$ cat config.mk
export PLATFORM = sky130hd
export DESIGN_NAME = two_channel_moving_average_top_flat
export DESIGN_NICKNAME = d
export VERILOG_FILES = /design/src/rtl/tcma_pkg.sv /design/src/rtl/tcma_req_if.sv /design/src/rtl/tcma_rsp_if.sv /design/src/rtl/two_channel_moving_average_top.sv /design/src/rtl/tcma_mem.sv /design/src/rtl/tcma_div.sv /design/src/flat_wrapper.sv
export SDC_FILE = /design/constraint.sdc
export NUM_CORES = 2
export LEC_CHECK = 0
export ABC_AREA = 1
export BUFFER_PORTS_ARGS = -buffer_cell sky130_fd_sc_hd__buf_2
export CORE_ASPECT_RATIO = 0.7
export CORE_MARGIN = 5
export CORE_UTILIZATION = 57
export DETAILED_ROUTE_END_ITERATION = 6
export PLACE_DENSITY_LB_ADDON = 0.08
export SLEW_MARGIN = 20
export SYNTH_ARGS = -nofsm -noshare
export SYNTH_HDL_FRONTEND = slang
export SYNTH_SLANG_ARGS = --single-unit
$ cat constraint.sdc
create_clock -name i_clk -period 4.7 [get_ports i_clk]
set_clock_uncertainty 0.2 [all_clocks]
set_input_delay 0.235 -clock i_clk [delete_from_list [all_inputs] [get_ports i_clk]]
set_output_delay 0.235 -clock i_clk [all_outputs]
set_load 0.05 [all_outputs]
$ cat src/rtl/tcma_pkg.sv
// Shared constants and operation codes for the two-channel moving average block.
package tcma_pkg;

    localparam int CFG_W = 7;
    localparam int OP_W  = 2;

    localparam logic [CFG_W-1:0] WINDOW_RESET = 7'd64;

    typedef enum logic [OP_W-1:0] {
        OP_PUSH = 2'd0,
        OP_POP  = 2'd1,
        OP_AVG  = 2'd2
    } t_op;

endpackage

$ cat src/rtl/tcma_req_if.sv
// Request channel: operation, channel select and sample with valid/ready.
interface tcma_req_if
    import tcma_pkg::*;
#(
    parameter int SAMPLE_WIDTH = 16
);
    logic                           valid;
    logic                           ready;
    logic [OP_W-1:0]                operation;
    logic                           channel;
    logic signed [SAMPLE_WIDTH-1:0] sample;

    modport source (output valid, output operation, output channel, output sample,
                    input ready);
    modport sink   (input valid, input operation, input channel, input sample,
                    output ready);
endinterface

$ cat src/rtl/tcma_rsp_if.sv
// Response channel: popped sample or average with an empty flag, valid/ready.
interface tcma_rsp_if #(
    parameter int SAMPLE_WIDTH = 16
);
    logic                           valid;
    logic                           ready;
    logic signed [SAMPLE_WIDTH-1:0] value;
    logic                           was_empty;

    modport source (output valid, output value, output was_empty, input ready);
    modport sink   (input valid, input value, input was_empty, output ready);
endinterface

$ cat src/rtl/two_channel_moving_average_top.sv
// Two-channel ring buffer with push, pop and average operations over a shared store.
// A push completes without leaving the idle state; a pop reads the store and then returns
// the sample; an average reads n stored samples over the single read port of the store and
// then runs the one-bit-per-cycle divider. Requests are not taken while an operation is
// in progress. After reset the block clears both stores, one entry per cycle, before it
// takes the first request. A result waiting at the output does not stop a following push.
module two_channel_moving_average_top
    import tcma_pkg::*;
#(
    parameter int DEPTH        = 64,
    parameter int SAMPLE_WIDTH = 16
) (
    input  logic             i_clk,
    input  logic             i_rst_n,
    input  logic             i_cfg_we,
    input  logic [CFG_W-1:0] i_cfg_data,
    tcma_req_if.sink         i_req,
    tcma_rsp_if.source       o_rsp
);
    localparam int PW = $clog2(DEPTH);
    localparam int CW = $clog2(DEPTH + 1);
    localparam int MW = $clog2(2 * DEPTH);
    localparam int SW = SAMPLE_WIDTH + CW;
    localparam int S  = SAMPLE_WIDTH;

    typedef enum logic [2:0] {
        S_CLEAR, S_IDLE, S_POP, S_AVG, S_AVG_LAST, S_DIV_START, S_DIV, S_RESULT
    } t_state;

    function automatic logic [MW-1:0] f_addr(input logic ch, input logic [PW-1:0] pos);
        f_addr = ch ? MW'(pos) + MW'(DEPTH) : MW'(pos);
    endfunction

    t_state             r_state, n_state;
    logic [MW-1:0]      r_clr, n_clr;
    logic [CFG_W-1:0]   r_window, n_window;
    logic [PW-1:0]      r_pos [2];
    logic [PW-1:0]      n_pos [2];
    logic [CW-1:0]      r_cnt [2];
    logic [CW-1:0]      n_cnt [2];
    logic               r_ch, n_ch;
    logic [CW-1:0]      r_n, n_n;
    logic [PW-1:0]      r_idx, n_idx;
    logic               r_rd_vld, n_rd_vld;
    logic signed [SW-1:0] r_sum, n_sum;
    logic               r_neg, n_neg;
    logic [S-1:0]       r_value, n_value;
    logic               r_empty, n_empty;
    logic               r_out_valid, n_out_valid;
    logic [S-1:0]       r_out_value, n_out_value;
    logic               r_out_empty, n_out_empty;

    logic [CW-1:0]      w_eff;
    logic               accept;
    logic               ch_in;
    logic [PW-1:0]      pos_in;
    logic [CW-1:0]      cnt_in;
    logic [PW-1:0]      pos_push;
    logic               mem_we;
    logic [MW-1:0]      mem_waddr;
    logic [S-1:0]       mem_wdata;
    logic [MW-1:0]      mem_raddr;
    logic [S-1:0]       mem_rdata;
    logic signed [SW-1:0] rd_sext;
    logic               div_start;
    logic [SW-1:0]      div_dvd;
    logic               div_done;
    logic [SW-1:0]      div_quo;
    logic [S-1:0]       quo;

    always_comb begin
        if (r_window == '0) begin
            w_eff = CW'(1);
        end else if (32'(r_window) > 32'(DEPTH)) begin
            w_eff = CW'(DEPTH);
        end else begin
            w_eff = CW'(r_window);
        end
    end

    assign accept   = i_req.valid && i_req.ready;
    assign ch_in    = i_req.channel;
    assign pos_in   = r_pos[ch_in];
    assign cnt_in   = r_cnt[ch_in];
    assign pos_push = (CW'(pos_in) >= w_eff - CW'(1)) ? '0 : pos_in + PW'(1);
    assign rd_sext  = {{CW{mem_rdata[S-1]}}, mem_rdata};
    assign div_dvd  = r_sum[SW-1] ? SW'(-r_sum) : SW'(r_sum);
    assign quo      = div_quo[S-1:0];

    always_comb begin
        n_state     = r_state;
        n_clr       = r_clr;
        n_window    = i_cfg_we ? i_cfg_data : r_window;
        n_pos       = r_pos;
        n_cnt       = r_cnt;
        n_ch        = r_ch;
        n_n         = r_n;
        n_idx       = r_idx;
        n_rd_vld    = r_rd_vld;
        n_sum       = r_sum;
        n_neg       = r_neg;
        n_value     = r_value;
        n_empty     = r_empty;
        n_out_valid = r_out_valid && !o_rsp.ready;
        n_out_value = r_out_value;
        n_out_empty = r_out_empty;
        mem_we      = 1'b0;
        mem_waddr   = f_addr(ch_in, pos_push);
        mem_wdata   = i_req.sample;
        mem_raddr   = f_addr(ch_in, pos_in);
        div_start   = 1'b0;

        unique case (r_state)
            S_CLEAR: begin
                mem_we    = 1'b1;
                mem_waddr = r_clr;
                mem_wdata = '0;
                n_clr     = r_clr + MW'(1);
                if (r_clr == MW'(2 * DEPTH - 1)) begin
                    n_state = S_IDLE;
                end
            end
            S_IDLE: begin
                if (accept) begin
                    case (i_req.operation)
                        OP_PUSH: begin
                            mem_we = 1'b1;
                            n_pos[ch_in] = pos_push;
                            if (cnt_in < w_eff) begin
                                n_cnt[ch_in] = cnt_in + CW'(1);
                            end
                        end
                        OP_POP: begin
                            if (cnt_in == '0) begin
                                n_value = '0;
                                n_empty = 1'b1;
                                n_state = S_RESULT;
                            end else begin
                                n_pos[ch_in] = (pos_in == '0) ? PW'(w_eff - CW'(1))
                                                              : pos_in - PW'(1);
                                n_state = S_POP;
                            end
                        end
                        OP_AVG: begin
                            if (cnt_in == '0) begin
                                n_value = '0;
                                n_empty = 1'b1;
                                n_state = S_RESULT;
                            end else begin
                                n_ch     = ch_in;
                                n_n      = cnt_in;
                                n_idx    = '0;
                                n_rd_vld = 1'b0;
                                n_sum    = '0;
                                n_state  = S_AVG;
                            end
                        end
                        default: begin
                        end
                    endcase
                end
            end
            S_POP: begin
                n_value = mem_rdata;
                n_empty = 1'b0;
                n_state = S_RESULT;
            end
            S_AVG: begin
                mem_raddr = f_addr(r_ch, r_idx);
                n_rd_vld  = 1'b1;
                n_idx     = r_idx + PW'(1);
                if (r_rd_vld) begin
                    n_sum = r_sum + rd_sext;
                end
                if (CW'(r_idx) == r_n - CW'(1)) begin
                    n_state = S_AVG_LAST;
                end
            end
            S_AVG_LAST: begin
                n_sum   = r_sum + rd_sext;
                n_state = S_DIV_START;
            end
            S_DIV_START: begin
                div_start = 1'b1;
                n_neg     = r_sum[SW-1];
                n_state   = S_DIV;
            end
            S_DIV: begin
                if (div_done) begin
                    n_value = r_neg ? -quo : quo;
                    n_empty = 1'b0;
                    n_state = S_RESULT;
                end
            end
            S_RESULT: begin
                if (!r_out_valid || o_rsp.ready) begin
                    n_out_valid = 1'b1;
                    n_out_value = r_value;
                    n_out_empty = r_empty;
                    n_state     = S_IDLE;
                end
            end
            default: begin
                n_state = S_IDLE;
            end
        endcase
    end

    always_ff @(posedge i_clk) begin
        if (!i_rst_n) begin
            r_state     <= S_CLEAR;
            r_clr       <= '0;
            r_window    <= WINDOW_RESET;
            r_pos[0]    <= '0;
            r_pos[1]    <= '0;
            r_cnt[0]    <= '0;
            r_cnt[1]    <= '0;
            r_rd_vld    <= 1'b0;
            r_out_valid <= 1'b0;
        end else begin
            r_state     <= n_state;
            r_clr       <= n_clr;
            r_window    <= n_window;
            r_pos       <= n_pos;
            r_cnt       <= n_cnt;
            r_rd_vld    <= n_rd_vld;
            r_out_valid <= n_out_valid;
        end
        r_ch        <= n_ch;
        r_n         <= n_n;
        r_idx       <= n_idx;
        r_sum       <= n_sum;
        r_neg       <= n_neg;
        r_value     <= n_value;
        r_empty     <= n_empty;
        r_out_value <= n_out_value;
        r_out_empty <= n_out_empty;
    end

    tcma_mem #(
        .ENTRIES (2 * DEPTH),
        .WIDTH   (S)
    ) u_mem (
        .i_clk   (i_clk),
        .i_we    (mem_we),
        .i_waddr (mem_waddr),
        .i_wdata (mem_wdata),
        .i_raddr (mem_raddr),
        .o_rdata (mem_rdata)
    );

    tcma_div #(
        .DVD_W (SW),
        .DVS_W (CW)
    ) u_div (
        .i_clk      (i_clk),
        .i_rst_n    (i_rst_n),
        .i_start    (div_start),
        .i_dividend (div_dvd),
        .i_divisor  (r_n),
        .o_done     (div_done),
        .o_quotient (div_quo)
    );

    assign i_req.ready     = (r_state == S_IDLE);
    assign o_rsp.valid     = r_out_valid;
    assign o_rsp.value     = r_out_value;
    assign o_rsp.was_empty = r_out_empty;
endmodule

$ cat src/rtl/tcma_mem.sv
// Sample store with one write port and one registered read port.
module tcma_mem #(
    parameter int ENTRIES = 128,
    parameter int WIDTH   = 16
) (
    input  logic                       i_clk,
    input  logic                       i_we,
    input  logic [$clog2(ENTRIES)-1:0] i_waddr,
    input  logic [WIDTH-1:0]           i_wdata,
    input  logic [$clog2(ENTRIES)-1:0] i_raddr,
    output logic [WIDTH-1:0]           o_rdata
);
    logic [WIDTH-1:0] r_mem [ENTRIES];
    logic [WIDTH-1:0] r_rdata;

    always_ff @(posedge i_clk) begin
        if (i_we) begin
            r_mem[i_waddr] <= i_wdata;
        end
    end

    always_ff @(posedge i_clk) begin
        r_rdata <= r_mem[i_raddr];
    end

    assign o_rdata = r_rdata;
endmodule

$ cat src/rtl/tcma_div.sv
// Restoring divider that, once started, produces one quotient bit per cycle until done.
module tcma_div #(
    parameter int DVD_W = 22,
    parameter int DVS_W = 7
) (
    input  logic             i_clk,
    input  logic             i_rst_n,
    input  logic             i_start,
    input  logic [DVD_W-1:0] i_dividend,
    input  logic [DVS_W-1:0] i_divisor,
    output logic             o_done,
    output logic [DVD_W-1:0] o_quotient
);
    localparam int KW = $clog2(DVD_W);

    logic             r_busy;
    logic             r_done;
    logic [KW-1:0]    r_cnt;
    logic [DVS_W-1:0] r_rem;
    logic [DVD_W-1:0] r_dvd;
    logic [DVS_W-1:0] r_dvs;
    logic [DVS_W:0]   trial;
    logic             ge;

    assign trial = {r_rem, r_dvd[DVD_W-1]};
    assign ge    = (trial >= {1'b0, r_dvs});

    always_ff @(posedge i_clk) begin
        if (!i_rst_n) begin
            r_busy <= 1'b0;
            r_done <= 1'b0;
            r_cnt  <= '0;
        end else begin
            r_done <= 1'b0;
            if (i_start) begin
                r_busy <= 1'b1;
                r_cnt  <= '0;
                r_rem  <= '0;
                r_dvd  <= i_dividend;
                r_dvs  <= i_divisor;
            end else if (r_busy) begin
                r_rem <= ge ? DVS_W'(trial - {1'b0, r_dvs}) : DVS_W'(trial);
                r_dvd <= {r_dvd[DVD_W-2:0], ge};
                r_cnt <= r_cnt + KW'(1);
                if (r_cnt == KW'(DVD_W - 1)) begin
                    r_busy <= 1'b0;
                    r_done <= 1'b1;
                end
            end
        end
    end

    assign o_done     = r_done;
    assign o_quotient = r_dvd;
endmodule
$ cat src/flat_wrapper.sv
// flat-port wrapper written by rule: the top's interface ports become plain ports
module two_channel_moving_average_top_flat import tcma_pkg::*;
#(
    parameter int DEPTH        = 64,
    parameter int SAMPLE_WIDTH = 16
)
  (i_clk, i_rst_n, i_cfg_we, i_cfg_data, i_req_valid, i_req_operation, i_req_channel, i_req_sample, i_req_ready, o_rsp_valid, o_rsp_value, o_rsp_was_empty, o_rsp_ready);
  tcma_req_if #(.SAMPLE_WIDTH(SAMPLE_WIDTH)) i_req_i ();
  tcma_rsp_if #(.SAMPLE_WIDTH(SAMPLE_WIDTH)) o_rsp_i ();
  input  logic i_clk;
  input  logic i_rst_n;
  input  logic i_cfg_we;
  input  logic [CFG_W-1:0] i_cfg_data;
  input wire logic [$bits(i_req_i.valid)-1:0] i_req_valid;
  input wire logic [$bits(i_req_i.operation)-1:0] i_req_operation;
  input wire logic [$bits(i_req_i.channel)-1:0] i_req_channel;
  input wire logic [$bits(i_req_i.sample)-1:0] i_req_sample;
  output wire logic [$bits(i_req_i.ready)-1:0] i_req_ready;
  output wire logic [$bits(o_rsp_i.valid)-1:0] o_rsp_valid;
  output wire logic [$bits(o_rsp_i.value)-1:0] o_rsp_value;
  output wire logic [$bits(o_rsp_i.was_empty)-1:0] o_rsp_was_empty;
  input wire logic [$bits(o_rsp_i.ready)-1:0] o_rsp_ready;
  assign i_req_i.valid = i_req_valid;
  assign i_req_i.operation = i_req_operation;
  assign i_req_i.channel = i_req_channel;
  assign i_req_i.sample = i_req_sample;
  assign i_req_ready = i_req_i.ready;
  assign o_rsp_valid = o_rsp_i.valid;
  assign o_rsp_value = o_rsp_i.value;
  assign o_rsp_was_empty = o_rsp_i.was_empty;
  assign o_rsp_i.ready = o_rsp_ready;
  two_channel_moving_average_top #(.DEPTH(DEPTH), .SAMPLE_WIDTH(SAMPLE_WIDTH)) u_core (.i_clk(i_clk), .i_rst_n(i_rst_n), .i_cfg_we(i_cfg_we), .i_cfg_data(i_cfg_data), .i_req(i_req_i), .o_rsp(o_rsp_i));
endmodule
-- Word-level counts from Yosys, hierarchy flattened
Memory sizes are Yosys's and may differ from the RTL's. A register that Yosys moved wholly into a read port is not among the register bits.
Index checks and enable logic that the tools add are counted.
- bits in registers: 161
- bits in writable memories: 2048
- bits of input ports: 31
- output and inout bits: 19
- memories: 1
- memory list (memory ; depth ; bits a word ; rd ports ; clocked after memory_dff ; write ports ; line ; source):
    u_core.u_mem.r_mem ; 128 ; 16 ; 1 ; 1 ; 1 ; tcma_mem.sv:13 ; logic [WIDTH-1:0] r_mem [ENTRIES];
- $add $sub $neg: 15
- $lt $le $gt $ge: 6
- equal/unequal tests: 24
- multiplexer cells: 75
- bitwise gates (word level): 4
- reductions and logical operators: 29
- operators by type and width (operator ; number):
    23-bit two-way mux ; 7
    16-bit two-way mux ; 6
    7-bit two-way mux ; 13
    23-bit one-hot mux with 3 select lines ; 1
    6-bit two-way mux ; 9
    16-bit one-hot mux with 3 select lines ; 1
    12-bit bitwise mux ; 2
    12-bit one-hot mux with 2 select lines ; 1
    3-bit one-hot mux with 8 select lines ; 1
    23-bit by 16-bit adder with 23-bit output ; 1
    23-bit negation ; 1
    6-bit by 7-bit adder with 7-bit output, second input constant ; 3
    3-bit two-way mux ; 7
    1-bit two-way mux ; 18
    16-bit negation ; 1
    4-bit AND reduction ; 4
    7-bit by 1-bit adder with 7-bit output, second input constant ; 2
    14-bit bitwise mux ; 1
    7-bit zero test ; 2
    2-bit inequality test, second input constant ; 7
    7-bit by 1-bit subtractor with 7-bit output, second input constant ; 2
    6-bit by 1-bit adder with 6-bit output, second input constant ; 2
    3-bit == test, second input constant ; 4
    12-bit two-way mux ; 1
    39 further kinds ; 56

-- Longest topological paths before layout
- word-level depth: 9
- gate-level depth with buffers: 22
- depth with buffers taken out: 21

-- Modules after synthesis
Synthesis repeated with hierarchy kept, for this count alone.
- cells, all modules: 8241
- area total of the unflattened synthesis: 93498.4 um2
- modules (own cells, without submodules) (module ; instances ; cells each ; area each (um2)):
    tcma_mem ; 1 ; 6793 ; 82828.2
    two_channel_moving_average_top ; 1 ; 1188 ; 8419.3
    tcma_div ; 1 ; 260 ; 2250.9

-- Least setup slack after synthesis
Ideal clock, no wire load.
- path kind: register to register
- start point: register u_core.r_state[2]
- end point: memory u_core.u_mem.r_mem[0][10], data pin
- data arrival time: 4.030 ns
- required time: 3.702 ns
- setup slack: -0.327 ns
- stages on the path, launching flop included: 7
- path buffers: 2
- period minus slack after synthesis: 5.027 ns
- cell sequence: dfxtp_1 > nor2_1 > inv_2 > nor2_4 > clkbuf_1 > clkbuf_1 > nor2_1
- longest elaborated chain between the ends: 2
- RTL lines (element ; line ; source):
    start: declaration ; two_channel_moving_average_top.sv:34 ; t_state r_state, n_state;
    start signal: assignment ; two_channel_moving_average_top.sv:221 ; r_state <= n_state;
    3-bit zero test ; two_channel_moving_average_top.sv:113 ; unique case (r_state)
    16-bit two-way mux ; two_channel_moving_average_top.sv:113 ;
    via u_core.mem_wdata[10] ; two_channel_moving_average_top.sv:61 ; logic [S-1:0] mem_wdata;
    end: declaration ; tcma_mem.sv:13 ;
The timed path passes the listed nets, and every way through them passes these cells.

-- Final worst setup path
- start point: register u_core.r_state[0]
- end point: register u_core.u_mem.r_rdata[7], in the netlist u_core.u_mem.o_rdata[7], read port of u_core.u_mem.r_mem
- longest elaborated chain between the ends: 2
- RTL lines (element ; line ; source):
    3-bit by 2-bit == test with 1-bit output ; two_channel_moving_average_top.sv:113 ;
    7-bit two-way mux ; two_channel_moving_average_top.sv:113 ;
    end: declaration ; tcma_mem.sv:14 ; logic [WIDTH-1:0] r_rdata;
Every way passes these cells.
A chain may end at the register's enable or synchronous reset.

==> metrics.txt <==
final core utilization=64.06%; die height=approximately 350 um; peak supply drop=around 0.76 mV; commonest non-fill, non-tap cells in the layout=nand3_1, edfxtp_1, nand2_1; Synth Instances=just over 8000; GPL Wtd Cong=0.9414; total net switching power=between 15 and 20 mW; area grow syn2layout=11.35%; Total Power=approximately 57 mW; highest clock rate=0.2280 GHz; CTS Buf Count=around 200; Max Root-Sink Buffers=3; # nets final=~8300; slew margin rel.=10.40%; global-route wire length before repair=about 420 mm; routed via count=between 60000 and 70000; drt total wl=about 290 mm; Crit Path Max Fanout=between 80 and 90; Critical Path End=u_core.u_mem.o_rdata[7]$_DFF_P_; CP startpoint kind=flip-flop; Buf/Inv on CP=3; Hold Fails Final Rpt=0; Reg clk slew, reported paths=around 60 ps; fin crit share=approximately 93%; final setup violating endpoints=0; cell area after layout=approximately 100000 sq um; vias in the first global route=62251; layout cells sized above 1=9.210%; Synth top area share=between 60% and 70%; ranking of synthesized cells by area=edfxtp_1, nand3_1, nand2_1; Tmin final=4385 ps; Buffers on Ports=49; clk sinks=approximately 2200; Worst Path Arrival=roughly 5000 ps; Placed Area=slightly below 100000 sq um; largest net degree at the start of global routing=roughly 200; DR DRC count=0; Crit path largest cell delay=~500 ps; Seq/Total Area, Yosys=between 70 and 80%; Slowest cell on crit path=dfxtp_1; Skew-Pair Late Insertion Delay=around 840 ps; worst hold path class=primary input to flip-flop; initial antenna violation count=7; PwrDens=542.9 nW/um^2; synthesized area=roughly 94000 sq um; Lkg Pwr=~37 nW; Worst R2R Path Depth=13; Comb pwr share=between 20% and 30%; DR vias/cell=around 6.3; pre-CTS WS=about 340 ps; CP startpoint=u_core.r_state[0]$_SDFFE_PN0P_; r2r setup slk=between 300 and 400 ps; cts hold-fix bufs=48; average size of a mapped cell=between 10 and 15 sq um; Synth Net Count=8241; final setup margin=roughly 310 ps; Clk Tree Root Cell=clkbuf_16; first drt pass iteration count=7; most common cell after layout, fill and taps aside=nand3_1; Worst path depth=13; CTS HTree Levels=4; row cnt=124; CP delay by family, top=simple AND/OR/NAND/NOR gates; die area=~170000 sq um; io pins=50; Setup Crit Path Kind=flip-flop to flip-flop; Antenna Nets Post-Route=0; Worst R2R Start=u_core.r_state[0]$_SDFFE_PN0P_; Internal=between 30 and 40 mW; ys async rst share=0%; library cells used by synthesis=55; unrepaired setup endpoints after global routing=no; GR Overflow Total=0; CP endpoint kind=flip-flop; Reg power frac=44.2%; reg-to-reg endpoint=u_core.u_mem.o_rdata[7]$_DFF_P_; Post-CTS Setup Inserts=0; CTS tree=built; All-Layer GR Usage=32.74%; CP Cell Sequence=nand3_1 > buf_4 > nand2_1 > nand2_8 > inv_8 > buf_12 > nand3_1 > nand3_1 > nand3_1 > nand3_1 > nand3_1 > nand3_1 > nand2_1; Switching Share=around a third; Core ar.=163800 sq um; DR WL/cell=roughly 27 um; ANT cells=0; run status=finished clean; DIE WIDTH=between 400 and 500 um; Max Slew Vio Count=0; MaxCap Viol Count=0; clock power share=28.9%; Post-synth EDFFs=roughly 2200; worst-margin pin slew=1344 ps; Resized cells post-CTS=0; Starting Density=57.53%; fillers=approximately 13000; Synth area leader=edfxtp_1; most used cell, CP=nand3_1; Synth Register Bits=approximately 2200; DR iter-0 viols=10524; Post-DP HPWL=around 170 mm; Required @ worst endpoint=slightly above 5000 ps; Primary FF master, synth=edfxtp_1; yosys warns=0
==> per-layer routing <==
metal | share of wire (%) | up-vias | wire length (um) | track usage [%]
met3 | 13 | 511 | 37300 | 9.075
met4 | 3.0 | 11 | 8741 | 9.489
met2 | 43 | 4091 | 123500 | 46.39
met5 | 0.056 | - | 161 | 0.4043
li1 | - | 29632 | - | -
met1 | 41 | 32677 | 118400 | 49.87
==> Yosys cell counts, types with 2 or more instances <==
| master | number |
|---|---|
| dfxtp_1 | 68 |
| nor2_1 | 267 |
| nand2_4 | 6 |
| nor2_2 | 9 |
| or2_2 | 16 |
| buf_4 | 30 |
| nand4_1 | 13 |
| nor3b_1 | 3 |
| nand3_2 | 5 |
| edfxtp_1 | 2157 |
| a21oi_2 | 2 |
| xor2_1 | 35 |
| nor4_1 | 6 |
| nor3_2 | 2 |
| inv_2 | 10 |
| a221oi_1 | 2 |
| nand2_1 | 1486 |
| buf_6 | 3 |
| xnor2_1 | 13 |
| nand3_1 | 2911 |
| nand2_2 | 19 |
| ha_1 | 57 |
| o21ai_1 | 5 |
| inv_1 | 176 |
| a32o_1 | 2 |
| o21a_1 | 7 |
| buf_1 | 39 |
| o21ai_0 | 126 |
| nor3_1 | 29 |
| o21bai_1 | 4 |
| o211ai_1 | 4 |
| buf_2 | 381 |
| a21o_1 | 6 |
| nor2_4 | 2 |
| a21oi_1 | 104 |
| clkbuf_1 | 122 |
| o21ai_2 | 2 |
| a31oi_1 | 3 |
| fa_1 | 2 |
| nand3b_1 | 2 |
==> worst reg2reg max path: cells and delay by family (launching register included) <==
kind | cells | cell delay (ps)
simple gates | 10 | 2340
flops | 1 | 510
buf+inv | 3 | 1190
==> registers in the layout, indices dropped and copies added, names as in the netlist, 12 cells and up <==
| name | cells |
|---|---|
| u_core.u_div.o_quotient | 23 |
| u_core.u_mem.o_rdata | 16 |
| u_core.o_rsp.value | 16 |
| u_core.r_sum | 23 |
| u_core.r_value | 16 |
| u_core.u_mem.r_mem | 2048 |
| u_core.r_pos | 12 |
| u_core.r_cnt | 14 |
==> per-stage QoR <==
step / std cells / hold WS [ps] / TNS (ps)
detailed placement: 10152 / 205.6 / 0
finish: 10576 / 11.18 / 0
global placement: 10151 / 205.1 / 0
CTS: 10575 / 4.438 / 0
global route: 10576 / 22.61 / 0
floorplan: 8151 / 133.9 / -509760
==> cell families (layout without fill, tap and decap cells) <==
logic type | Yosys count | in the layout | share of synthesized area, %
buffers and inverters | 762 | 982 | 3.683
AO/OA/AOI/OAI | 275 | 275 | 1.605
flip-flops | 2225 | 2225 | 70.16
adder cells (fa/ha/maj) | 59 | 59 | 0.7991
XOR/XNOR | 49 | 49 | 0.4633
AND/OR/NAND/NOR | 4781 | 4781 | 23.29
==> how the worst min path moves through the flow <==
stage | startpoint | to | slack, ps | cells past startpoint
CTS | i_req_sample[15] | u_core.u_mem.r_mem[94][15]$_DFFE_PP_ | 4 | 4
global route | i_req_sample[15] | u_core.u_mem.r_mem[95][15]$_DFFE_PP_ | 20 | 4
finish | i_req_sample[9] | u_core.u_mem.r_mem[89][9]$_DFFE_PP_ | 10 | 4
detailed placement | u_core.r_empty$_DFFE_PP_ | u_core.o_rsp.was_empty$_DFFE_PP_ | 210 | 0
global placement | u_core.r_value[11]$_SDFFCE_PP0P_ | u_core.o_rsp.value[11]$_DFFE_PP_ | 210 | 0
floorplan | i_req_channel | u_core.r_ch$_DFFE_PP_ | 130 | 0
==> power groups by stage <==
stage | logic (mW) | clock network, mW | registers, mW
floorplan | 8.17 | 0 | 25.7
global placement | 14.8 | 0 | 25.6
detailed placement | 14.9 | 0 | 25.6
CTS | 15.0 | 16.6 | 25.2
global route | 16.2 | 17.5 | 25.2
finish | 15.3 | 16.5 | 25.2
==> cell type report <==
| type | count | area [sq um] | share of cell area (%) |
|---|---|---|---|
| Sequential cell | 2225 | 66130 | 63.01 |
| Multi-Input combinational cell | 5164 | 24900 | 23.72 |
| Clock buffer | 264 | 5479 | 5.220 |
| Timing Repair Buffer | 420 | 3966 | 3.779 |
| Tap cell | 2205 | 2759 | 2.629 |
| Clock inverter | 111 | 994.7 | 0.9477 |
| Inverter | 187 | 724.4 | 0.6902 |
Note: power is estimated with default switching activity, not from simulation.
